[src/rtl/core/assert_macros.svh]
// Assertion helpers shared by the RTL. Each use checks on the rising edge of
// i_clk and is disabled while i_rst_n is low.
`ifndef ASSERT_MACROS_SVH
`define ASSERT_MACROS_SVH

// The condition must hold at every checked edge.
`define ASSERT_ALWAYS(label, cond, msg) \
    label: assert property (@(posedge i_clk) disable iff (!i_rst_n) (cond)) \
        else $error(msg);

// Whenever the antecedent holds, the consequent holds in the same cycle.
`define ASSERT_SAME(label, ante, cons, msg) \
    label: assert property (@(posedge i_clk) disable iff (!i_rst_n) (ante) |-> (cons)) \
        else $error(msg);

// Whenever the antecedent holds, the consequent holds in the following cycle.
`define ASSERT_NEXT(label, ante, cons, msg) \
    label: assert property (@(posedge i_clk) disable iff (!i_rst_n) (ante) |=> (cons)) \
        else $error(msg);

`endif

[src/rtl/core/rcst_pkg.sv]
`timescale 1ns / 1ps
`default_nettype none

package rcst_pkg;

    // Table geometry.
    localparam int SLOTS       = 64;
    localparam int NUMBER_BITS = 16;
    localparam int COUNT_BITS  = 16;
    localparam int ADDR_W      = (SLOTS > 1) ? $clog2(SLOTS) : 1;

    // Port field widths.
    localparam int CMD_W     = 2;
    localparam int OBJ_W     = 16;
    localparam int IDX_W     = 6;
    localparam int STAT_W    = 2;
    localparam int CNT_OUT_W = 16;

    typedef enum logic [CMD_W-1:0] {
        CMD_GET   = 2'd0,
        CMD_PUT   = 2'd1,
        CMD_CLEAR = 2'd2,
        CMD_MARK  = 2'd3
    } t_cmd;

    typedef enum logic [STAT_W-1:0] {
        STAT_OK     = 2'd0,
        STAT_FULL   = 2'd1,
        STAT_UNUSED = 2'd2,
        STAT_SAT    = 2'd3
    } t_status;

    typedef enum logic [2:0] {
        S_IDLE,
        S_SCAN,
        S_PUT_RD,
        S_PUT_CHK,
        S_UPDATE,
        S_EMIT
    } t_state;

    typedef struct packed {
        t_status              status;
        logic [IDX_W-1:0]     slot;
        logic                 hit;
        logic                 load;
        logic                 wb;
        logic [CNT_OUT_W-1:0] count;
    } t_result;

endpackage

`default_nettype wire

[src/rtl/core/refcounted_slot_table.sv]
// Channel  | Direction | Handshake                  | Payload
// ---------+-----------+----------------------------+-------------------------------------
// request  | in        | i_in_valid / o_in_stall    | i_command, i_object_number,
//          |           |                            | i_slot_index
// result   | out       | o_out_valid / i_out_stall  | o_status, o_result_slot, o_hit,
//          |           |                            | o_load_needed, o_writeback_needed,
//          |           |                            | o_count_after
//
// A get holds off further requests from acceptance while it scans; the single
// read port of the slot memories scans one slot per cycle and stops early on a
// hit. A put reads, checks and updates its slot, skipping the update when the
// slot is unused, and clear-all and mark-all-in-use go straight to the result.
// Reset (synchronous, active low) empties the table at once through per-slot
// valid bits, so no clearing pass follows it.
// A finished result sits in the output register while the next request is taken;
// a result only waits for the output register when the previous one is stalled.
`timescale 1ns / 1ps
`default_nettype none

`include "assert_macros.svh"

module refcounted_slot_table
    import rcst_pkg::*;
(
    input  wire logic                  i_clk,
    input  wire logic                  i_rst_n,

    input  wire logic                  i_in_valid,
    output logic                       o_in_stall,
    input  wire logic [CMD_W-1:0]      i_command,
    input  wire logic [OBJ_W-1:0]      i_object_number,
    input  wire logic [IDX_W-1:0]      i_slot_index,

    output logic                       o_out_valid,
    input  wire logic                  i_out_stall,
    output logic [STAT_W-1:0]          o_status,
    output logic [IDX_W-1:0]           o_result_slot,
    output logic                       o_hit,
    output logic                       o_load_needed,
    output logic                       o_writeback_needed,
    output logic [CNT_OUT_W-1:0]       o_count_after
);

    localparam logic [COUNT_BITS-1:0] CNT_MAX  = '1;
    localparam logic [COUNT_BITS-1:0] CNT_ONE  = COUNT_BITS'(1);
    localparam logic [ADDR_W-1:0]     LAST_IDX = ADDR_W'(SLOTS - 1);
    localparam logic [ADDR_W:0]       SCAN_END = (ADDR_W + 1)'(SLOTS);

    // Slot memories. An entry whose valid bit is clear reads as its reset value
    // (number zero) or, for counts, as the value of the last clear or mark-all.
    logic [NUMBER_BITS-1:0] r_num_mem [SLOTS];
    logic [COUNT_BITS-1:0]  r_cnt_mem [SLOTS];
    logic [SLOTS-1:0]       r_n_valid;
    logic [SLOTS-1:0]       r_c_valid;
    logic                   r_cnt_base;

    // Registered read port.
    logic [NUMBER_BITS-1:0] r_num_rd;
    logic [COUNT_BITS-1:0]  r_cnt_rd;
    logic                   r_nv_q;
    logic                   r_cv_q;

    t_state                 r_state;
    t_state                 n_state;

    // Scan and request bookkeeping.
    logic [ADDR_W:0]        r_addr;
    logic                   r_live;
    logic [ADDR_W-1:0]      r_live_idx;
    logic                   r_have_free;
    logic [ADDR_W-1:0]      r_free;
    logic [NUMBER_BITS-1:0] r_num;
    logic [ADDR_W-1:0]      r_tgt;
    logic [COUNT_BITS-1:0]  r_new_cnt;
    logic                   r_wr_cnt;
    t_result                r_res;

    // Output register.
    logic                   r_out_valid;
    t_result                r_out;

    logic                   in_accept;
    logic                   out_free;
    t_cmd                   cmd;
    logic                   put_in_range;
    logic [ADDR_W-1:0]      rd_addr;
    logic [COUNT_BITS-1:0]  eff_cnt;
    logic [NUMBER_BITS-1:0] eff_num;
    logic                   issue;
    logic                   scan_hit;
    logic                   scan_free;
    logic                   scan_last;
    logic                   free_any;
    logic [ADDR_W-1:0]      free_sel;
    logic                   wr_cnt_en;
    logic                   wr_num_en;
    logic                   clr_all;

    assign cmd          = t_cmd'(i_command);
    assign in_accept    = i_in_valid && !o_in_stall;
    assign out_free     = !r_out_valid || !i_out_stall;
    assign put_in_range = int'(i_slot_index) < SLOTS;
    assign clr_all      = in_accept && (cmd == CMD_CLEAR || cmd == CMD_MARK);

    // The shared compare unit looks at one slot per cycle: the slot read in the
    // previous cycle, with its valid bits applied.
    assign eff_cnt   = r_cv_q ? r_cnt_rd : (r_cnt_base ? CNT_ONE : '0);
    assign eff_num   = r_nv_q ? r_num_rd : '0;
    assign issue     = r_addr < SCAN_END;
    assign scan_hit  = r_live && (eff_cnt != '0) && (eff_num == r_num);
    assign scan_free = r_live && (eff_cnt == '0);
    assign scan_last = r_live && (r_live_idx == LAST_IDX);
    assign free_any  = r_have_free || scan_free;
    assign free_sel  = r_have_free ? r_free : r_live_idx;
    assign rd_addr   = (r_state == S_SCAN) ? r_addr[ADDR_W-1:0] : r_tgt;

    assign wr_cnt_en = (r_state == S_UPDATE) && r_wr_cnt;
    assign wr_num_en = (r_state == S_UPDATE) && r_res.load;

    always_ff @(posedge i_clk) begin
        if (!i_rst_n) begin
            r_state <= S_IDLE;
        end else begin
            r_state <= n_state;
        end
    end

    always_comb begin
        n_state    = r_state;
        o_in_stall = 1'b1;
        unique case (r_state)
            S_IDLE: begin
                o_in_stall = 1'b0;
                if (in_accept) begin
                    unique case (cmd)
                        CMD_GET:   n_state = S_SCAN;
                        CMD_PUT:   n_state = put_in_range ? S_PUT_RD : S_EMIT;
                        CMD_CLEAR: n_state = S_EMIT;
                        CMD_MARK:  n_state = S_EMIT;
                    endcase
                end
            end
            S_SCAN: begin
                if (scan_hit) begin
                    n_state = S_UPDATE;
                end else if (scan_last) begin
                    n_state = free_any ? S_UPDATE : S_EMIT;
                end
            end
            S_PUT_RD: begin
                n_state = S_PUT_CHK;
            end
            S_PUT_CHK: begin
                n_state = (eff_cnt == '0) ? S_EMIT : S_UPDATE;
            end
            S_UPDATE: begin
                n_state = S_EMIT;
            end
            S_EMIT: begin
                if (out_free) begin
                    n_state = S_IDLE;
                end
            end
            default: begin
                n_state = S_IDLE;
            end
        endcase
    end

    // Memory write and registered read.
    always_ff @(posedge i_clk) begin
        if (wr_cnt_en) begin
            r_cnt_mem[r_tgt] <= r_new_cnt;
        end
        if (wr_num_en) begin
            r_num_mem[r_tgt] <= r_num;
        end
        r_num_rd <= r_num_mem[rd_addr];
        r_cnt_rd <= r_cnt_mem[rd_addr];
        r_nv_q   <= r_n_valid[rd_addr];
        r_cv_q   <= r_c_valid[rd_addr];
    end

    // Valid bits. Clear-all and mark-all drop every count at once and let the
    // base value stand in for it; the stored numbers are kept.
    always_ff @(posedge i_clk) begin
        if (!i_rst_n) begin
            r_n_valid  <= '0;
            r_c_valid  <= '0;
            r_cnt_base <= 1'b0;
        end else begin
            if (clr_all) begin
                r_c_valid  <= '0;
                r_cnt_base <= (cmd == CMD_MARK);
            end else if (wr_cnt_en) begin
                r_c_valid[r_tgt] <= 1'b1;
            end
            if (wr_num_en) begin
                r_n_valid[r_tgt] <= 1'b1;
            end
        end
    end

    // Sequencer control registers.
    always_ff @(posedge i_clk) begin
        if (!i_rst_n) begin
            r_addr      <= '0;
            r_live      <= 1'b0;
            r_have_free <= 1'b0;
            r_wr_cnt    <= 1'b0;
            r_out_valid <= 1'b0;
        end else begin
            if (r_state == S_EMIT && out_free) begin
                r_out_valid <= 1'b1;
            end else if (!i_out_stall) begin
                r_out_valid <= 1'b0;
            end
            unique case (r_state)
                S_IDLE: begin
                    r_addr      <= '0;
                    r_live      <= 1'b0;
                    r_have_free <= 1'b0;
                end
                S_SCAN: begin
                    r_live <= issue;
                    if (issue) begin
                        r_addr <= r_addr + 1'b1;
                    end
                    if (scan_free) begin
                        r_have_free <= 1'b1;
                    end
                    r_wr_cnt <= scan_hit ? (eff_cnt != CNT_MAX) : free_any;
                end
                S_PUT_CHK: begin
                    r_wr_cnt <= (eff_cnt != '0);
                end
                S_PUT_RD, S_UPDATE, S_EMIT: begin
                end
                default: begin
                end
            endcase
        end
    end

    // Request data, scan results and the staged result.
    always_ff @(posedge i_clk) begin
        unique case (r_state)
            S_IDLE: begin
                if (in_accept) begin
                    r_num        <= NUMBER_BITS'(i_object_number);
                    r_tgt        <= ADDR_W'(i_slot_index);
                    r_res.status <= (cmd == CMD_PUT) ? STAT_UNUSED : STAT_OK;
                    r_res.slot   <= (cmd == CMD_PUT) ? i_slot_index : '0;
                    r_res.hit    <= 1'b0;
                    r_res.load   <= 1'b0;
                    r_res.wb     <= 1'b0;
                    r_res.count  <= (cmd == CMD_MARK) ? CNT_OUT_W'(1) : '0;
                end
            end
            S_SCAN: begin
                r_live_idx <= r_addr[ADDR_W-1:0];
                if (scan_free && !r_have_free) begin
                    r_free <= r_live_idx;
                end
                if (scan_hit) begin
                    r_tgt     <= r_live_idx;
                    r_res.hit <= 1'b1;
                    r_res.slot <= IDX_W'(r_live_idx);
                    if (eff_cnt == CNT_MAX) begin
                        r_new_cnt    <= eff_cnt;
                        r_res.status <= STAT_SAT;
                        r_res.count  <= CNT_OUT_W'(eff_cnt);
                    end else begin
                        r_new_cnt    <= eff_cnt + 1'b1;
                        r_res.status <= STAT_OK;
                        r_res.count  <= CNT_OUT_W'(eff_cnt + 1'b1);
                    end
                end else if (scan_last) begin
                    if (free_any) begin
                        r_tgt        <= free_sel;
                        r_new_cnt    <= CNT_ONE;
                        r_res.status <= STAT_OK;
                        r_res.slot   <= IDX_W'(free_sel);
                        r_res.load   <= 1'b1;
                        r_res.count  <= CNT_OUT_W'(1);
                    end else begin
                        r_res.status <= STAT_FULL;
                    end
                end
            end
            S_PUT_CHK: begin
                r_res.slot <= IDX_W'(r_tgt);
                if (eff_cnt == '0) begin
                    r_res.status <= STAT_UNUSED;
                end else begin
                    r_new_cnt    <= eff_cnt - 1'b1;
                    r_res.status <= STAT_OK;
                    r_res.wb     <= (eff_cnt == CNT_ONE);
                    r_res.count  <= CNT_OUT_W'(eff_cnt - 1'b1);
                end
            end
            S_EMIT: begin
                if (out_free) begin
                    r_out <= r_res;
                end
            end
            S_PUT_RD, S_UPDATE: begin
            end
            default: begin
            end
        endcase
    end

    assign o_out_valid        = r_out_valid;
    assign o_status           = r_out.status;
    assign o_result_slot      = r_out.slot;
    assign o_hit              = r_out.hit;
    assign o_load_needed      = r_out.load;
    assign o_writeback_needed = r_out.wb;
    assign o_count_after      = r_out.count;

    // A claimed slot always gets its number written along with its count.
    `ASSERT_NEXT(a_claim_writes, (r_state == S_UPDATE) && r_res.load,
        $past(wr_cnt_en) && $past(wr_num_en), "claim did not write number and count")

    // A hit never leaves a slot with a zero count.
    `ASSERT_NEXT(a_hit_nonzero, (r_state == S_UPDATE) && r_res.hit,
        $past(r_new_cnt) != '0, "hit produced a zero count")

    // Leaving the result state always loads the output register.
    `ASSERT_NEXT(a_emit_loads, (r_state == S_EMIT) && out_free,
        o_out_valid && (r_state == S_IDLE), "result not delivered to output")

    // Memory writes happen only while no request can be taken.
    `ASSERT_ALWAYS(a_write_busy, !(wr_cnt_en || wr_num_en) || o_in_stall,
        "slot memory written while idle")

endmodule

`default_nettype wire
[config.mk]
export PLATFORM = sky130hd
export DESIGN_NAME = refcounted_slot_table
export DESIGN_NICKNAME = d
export VERILOG_FILES = /design/src/rtl/core/rcst_pkg.sv /design/src/rtl/core/refcounted_slot_table.sv
export VERILOG_INCLUDE_DIRS = /design/src /design/src/rtl/core
export SDC_FILE = /design/constraint.sdc
export NUM_CORES = 2
export LEC_CHECK = 0
export BUFFER_PORTS_ARGS = -buffer_cell sky130_fd_sc_hd__buf_2
export CAP_MARGIN = 20
export CORE_MARGIN = 2
export CORE_UTILIZATION = 61
export DETAILED_ROUTE_END_ITERATION = 12
export GPL_ROUTABILITY_DRIVEN = 0
export GPL_TIMING_DRIVEN = 1
export PLACE_DENSITY_LB_ADDON = 0.25
export SETUP_SLACK_MARGIN = 0.1
export SLEW_MARGIN = 20
export SYNTH_ARGS = -nofsm -noshare
export SYNTH_HDL_FRONTEND = slang
export SYNTH_SLANG_ARGS = --single-unit
[constraint.sdc]
create_clock -name i_clk -period 8.2 [get_ports i_clk]
set_input_delay 0.82 -clock i_clk [delete_from_list [all_inputs] [get_ports i_clk]]
set_output_delay 0.82 -clock i_clk [all_outputs]
set_load 0.02 [all_outputs]
==> metrics.md <==
| Metric | Value |
|---|---|
| Yosys top cell by area | edfxtp_1 |
| Reg2Reg Depth | 9 |
| FF-to-FF End | r_num_rd[3] |
| Flops & latches, synth | 2329 |
| CP required | 9.01 ns |
| RSZ-0062 raised after global routing | no |
| First-pass GRT wire length | 380700 µm |
| Nets | 7156 |
| Residual DRC count | 0 |
| Critical path endpoint category | flop |
| Fmax | 193.7 MHz |
| Total gr overflow | 0 |
| Clock slew at reported path FFs | 0.07 ns |
| Status | finished, final reports clean |
| Yosys cell types | 74 |
| Synth warn | 0 |
| ANT nets after route | 0 |
| Dpl cells | 8915 |
| WHS Path Cells | 1 |
| Vias in the first global route | 56074 |
| Worst-Margin Slew | 1.205 ns |
| Tot Pwr | 34.40 mW |
| Pleak | 35.27 nW |
| Core ar. | 0.1498 mm² |
| Largest net degree at the start of global routing | 172 |
| Vias per cell | 6.516 |
| Row cnt | 142 |
| Critical path type | reg2reg |
| Area share of the largest cell type after synthesis | 70.31% |
| Area growth from synthesis to layout | 11.29% |
| EDFF count, synth | 2152 |
| Die width | 392.2 µm |
| Internal power | 22.21 mW |
| Max Cap Violations | 0 |
| Cells after synthesis | 7042 |
| Clk Latency, worst-skew pair | 0.87 ns |
| CTS Buffer Depth | 3 |
| Post-CTS Resized | 0 |
| Period utilization | 62.95% |
| Max FO, Critical Path | 43 |
| Largest cells by area after synthesis | edfxtp_1 (70%), nand2_1 (7.2%), nand3_1 (5.1%) |
| Fin crit period | 5.162 ns |
| Buffers added on ports | 56 |
| # H-tree levels | 4 |
| Root Buffer | clkbuf_16 |
| First-pass DRT Iterations | 7 |
| Syn nets | 7075 |
| Ys async rst share | 0% |
| FF-to-FF Start | r_state[1] |
| Hold_buf cts | 0 |
| Sw frac | 35.42% |
| Area share of xor/xnor cells in the synthesized design | 0.1906% |
| Mux contribution to synthesized area | 3.645% |
| Final setup fails | 0 |
| Hold violation count in the final report | 0 |
| HP Class | in2reg |
| Post-synthesis simple-gate area fraction | 15.76% |
| Initial antenna violation count | 14 |
| Synth Area in Adders | 0.06806% |
| Switching pwr | 12.18 mW |
| Post-Layout Cell Count | 9332 |
| Share of layout cells above drive strength 1 | 9.873% |
| Clock power frac | 29.5% |
| Main combinational cell family by area after synthesis | simple AND/OR/NAND/NOR gates |
| Startpoint Class | flop |
| Maximum vdd drop | 0.3140 mV |
| R2r setup slk | 3.04 ns |
| Vias | 60807 |
| WP data arrival | 5.97 ns |
| Synth Cell Area | 0.09192 mm² |
| Number of CTS-inserted buffers | 220 |
| Worst Hold Launch | i_object_number[9] |
| Hold EP | r_num[9] |
| Syn avg cell area | 13.05 µm² |
| Clock skew | 0.05692 ns |
| Final wirelength | 265700 µm |
| Share of power burned in registers | 41.2% |
| Comb pwr share | 29.2% |
| Initial DRC count | 11007 |
| Main synth FF type | edfxtp_1 |
| Register area share after synthesis | 74.16% |
| Slew Viols, Final | 0 |
| IO Count | 57 |
| CTS tree | built |
| Rel. slew slack | 19.34% |
| Die Y | 392.2 µm |
| CTS Sinks | 2329 |
| WL per Instance | 28.47 µm |
| Post-DP HPWL | 156000 µm |
| Setup tns final | 0 ns |
| Gr usage total | 34.34% |
| Die area | 0.1538 mm² |
| Starting Density | 61.37% |
| PwrDens | 336.3 mW/mm² |
| Post-synthesis compound-gate area fraction | 4.039% |
| Post CTS Setup Buffer Count | 0 |
## through the flow
| step | setup slack [ns] | area, µm² | util [%] | hold slack, ns |
|---|---|---|---|---|
| 2_1_floorplan | 4.392 | 91920 | - | 0.4003 |
| 3_3_place_gp | 3.496 | 94970 | 63.41 | 0.4047 |
| 3_5_place_dp | 3.371 | 94970 | 63.41 | 0.4045 |
| 4_1_cts | 3.333 | 102300 | 68.27 | 0.1066 |
| 5_1_grt | 2.787 | 102300 | 68.29 | 0.1176 |
| 6_report | 3.038 | 102300 | 68.30 | 0.1478 |
## worst max-delay path by stage
stage | start | to | slack [ns] | cells after the start
floorplan | r_num[14] | r_res[0] | 4.39 | 7
global placement | r_state[1] | r_num_rd[3] | 3.50 | 9
detailed placement | r_state[1] | r_num_rd[3] | 3.37 | 9
CTS | r_state[1] | r_num_rd[3] | 3.33 | 9
global route | r_state[1] | r_num_rd[3] | 2.79 | 9
finish | r_state[1] | r_num_rd[3] | 3.04 | 9
## power by group through the flow
stage	Combinational (mW)	Clock (mW)	Sequential, mW
floorplan	6.07	0	14.5
global placement	9.57	0	14.4
detailed placement	9.71	0	14.4
CTS	9.77	10.2	14.2
global route	10.6	10.6	14.2
finish	10.1	10.2	14.2
## registers in the layout, summed over array words and instances, names as in the netlist, 2 cells and up
signal,count
r_state,3
o_status,2
r_cnt_mem,1024
o_count_after,16
r_tgt,6
r_addr,7
r_num_rd,16
r_live_idx,6
r_num,16
r_new_cnt,16
r_free,6
r_num_mem,1024
r_cnt_rd,16
r_res,27
r_n_valid,64
o_result_slot,6
r_c_valid,64
## synth_stat cells, types with 16 or more instances
library cell	count
nand2_1	1769
or4_1	30
nor2_1	379
a21oi_1	208
a32oi_1	59
o21ai_0	61
nand3_1	945
clkbuf_1	251
o21a_1	34
inv_1	23
o211ai_1	21
edfxtp_1	2152
nand4_1	69
mux2i_1	325
buf_1	49
a31oi_1	16
o22ai_1	45
dfxtp_1	177
buf_2	110
nor4_1	26
a211oi_1	26
nor4_2	17
## layer usage
metal  wire, µm  GRT usage [%]  up-vias  part of all wire (%)
li1           -              -    25890                     -
met1      97640          49.16    29627                    37
met2     116800          50.34     4643                    44
met3      40660          10.34      637                    15
met4      10610          12.25       10                   4.0
met5         64              0        -                 0.024
## cells by family (layout without fill, tap and decap cells)
family | Yosys count | in the layout
DFF | 2329 | 2329
AOI/OAI and AO/OA | 571 | 571
muxes | 331 | 331
other | 0 | 3
xor gates and xnor gates | 20 | 20
buffers and inverters | 455 | 726
and+or+nand+nor | 3331 | 3331
adders and majority gates | 5 | 5
## layout make-up
type | count | area [µm²]
timing repair buffer | 289 | 2216
clock buffer | 301 | 6213
inverter | 25 | 95.09
antenna | 3 | 7.507
multi-input combinational | 4258 | 22000
tap | 2016 | 2522
clock inverter | 111 | 1070
sequential | 2329 | 68170
fill | 10036 | 47480
## critical path, stage by stage, from the launching register on
cell and delay (ns):
dfxtp_1 0.66, or3b_1 0.19, buf_4 0.36, clkinv_2 0.63, mux2i_1 0.83, nand2_2 0.76
a21oi_1 0.37, nor4_1 0.11, a21oi_1 0.90, or4_1 0.24
## layout by cell type, fill, tap and decap left out, types with 13 or more instances in the layout
master and count:
clkinvlp_4 13, and3_1 14, buf_2 56, nor2_2 19
edfxtp_1 2152, clkinv_1 31, a211oi_1 26, o21ba_2 13
mux2i_1 324, or4_1 30, a32oi_1 59, bufinv_16 15
clkbuf_1 44, a21oi_1 206, nor4_1 26, a31oi_1 16
clkbuf_8 34, nor3_1 14, o22ai_1 45, nor4_2 17
clkinv_2 39, buf_12 14, o21a_1 34, dfxtp_1 177
inv_1 23, nand2_1 1766, nor2_1 351, clkbuf_16 223
o21ai_0 61, buf_4 217, nand4_1 69, nand3_1 945
o211ai_1 21
No activity file was read; power rests on OpenSTA's default activity.
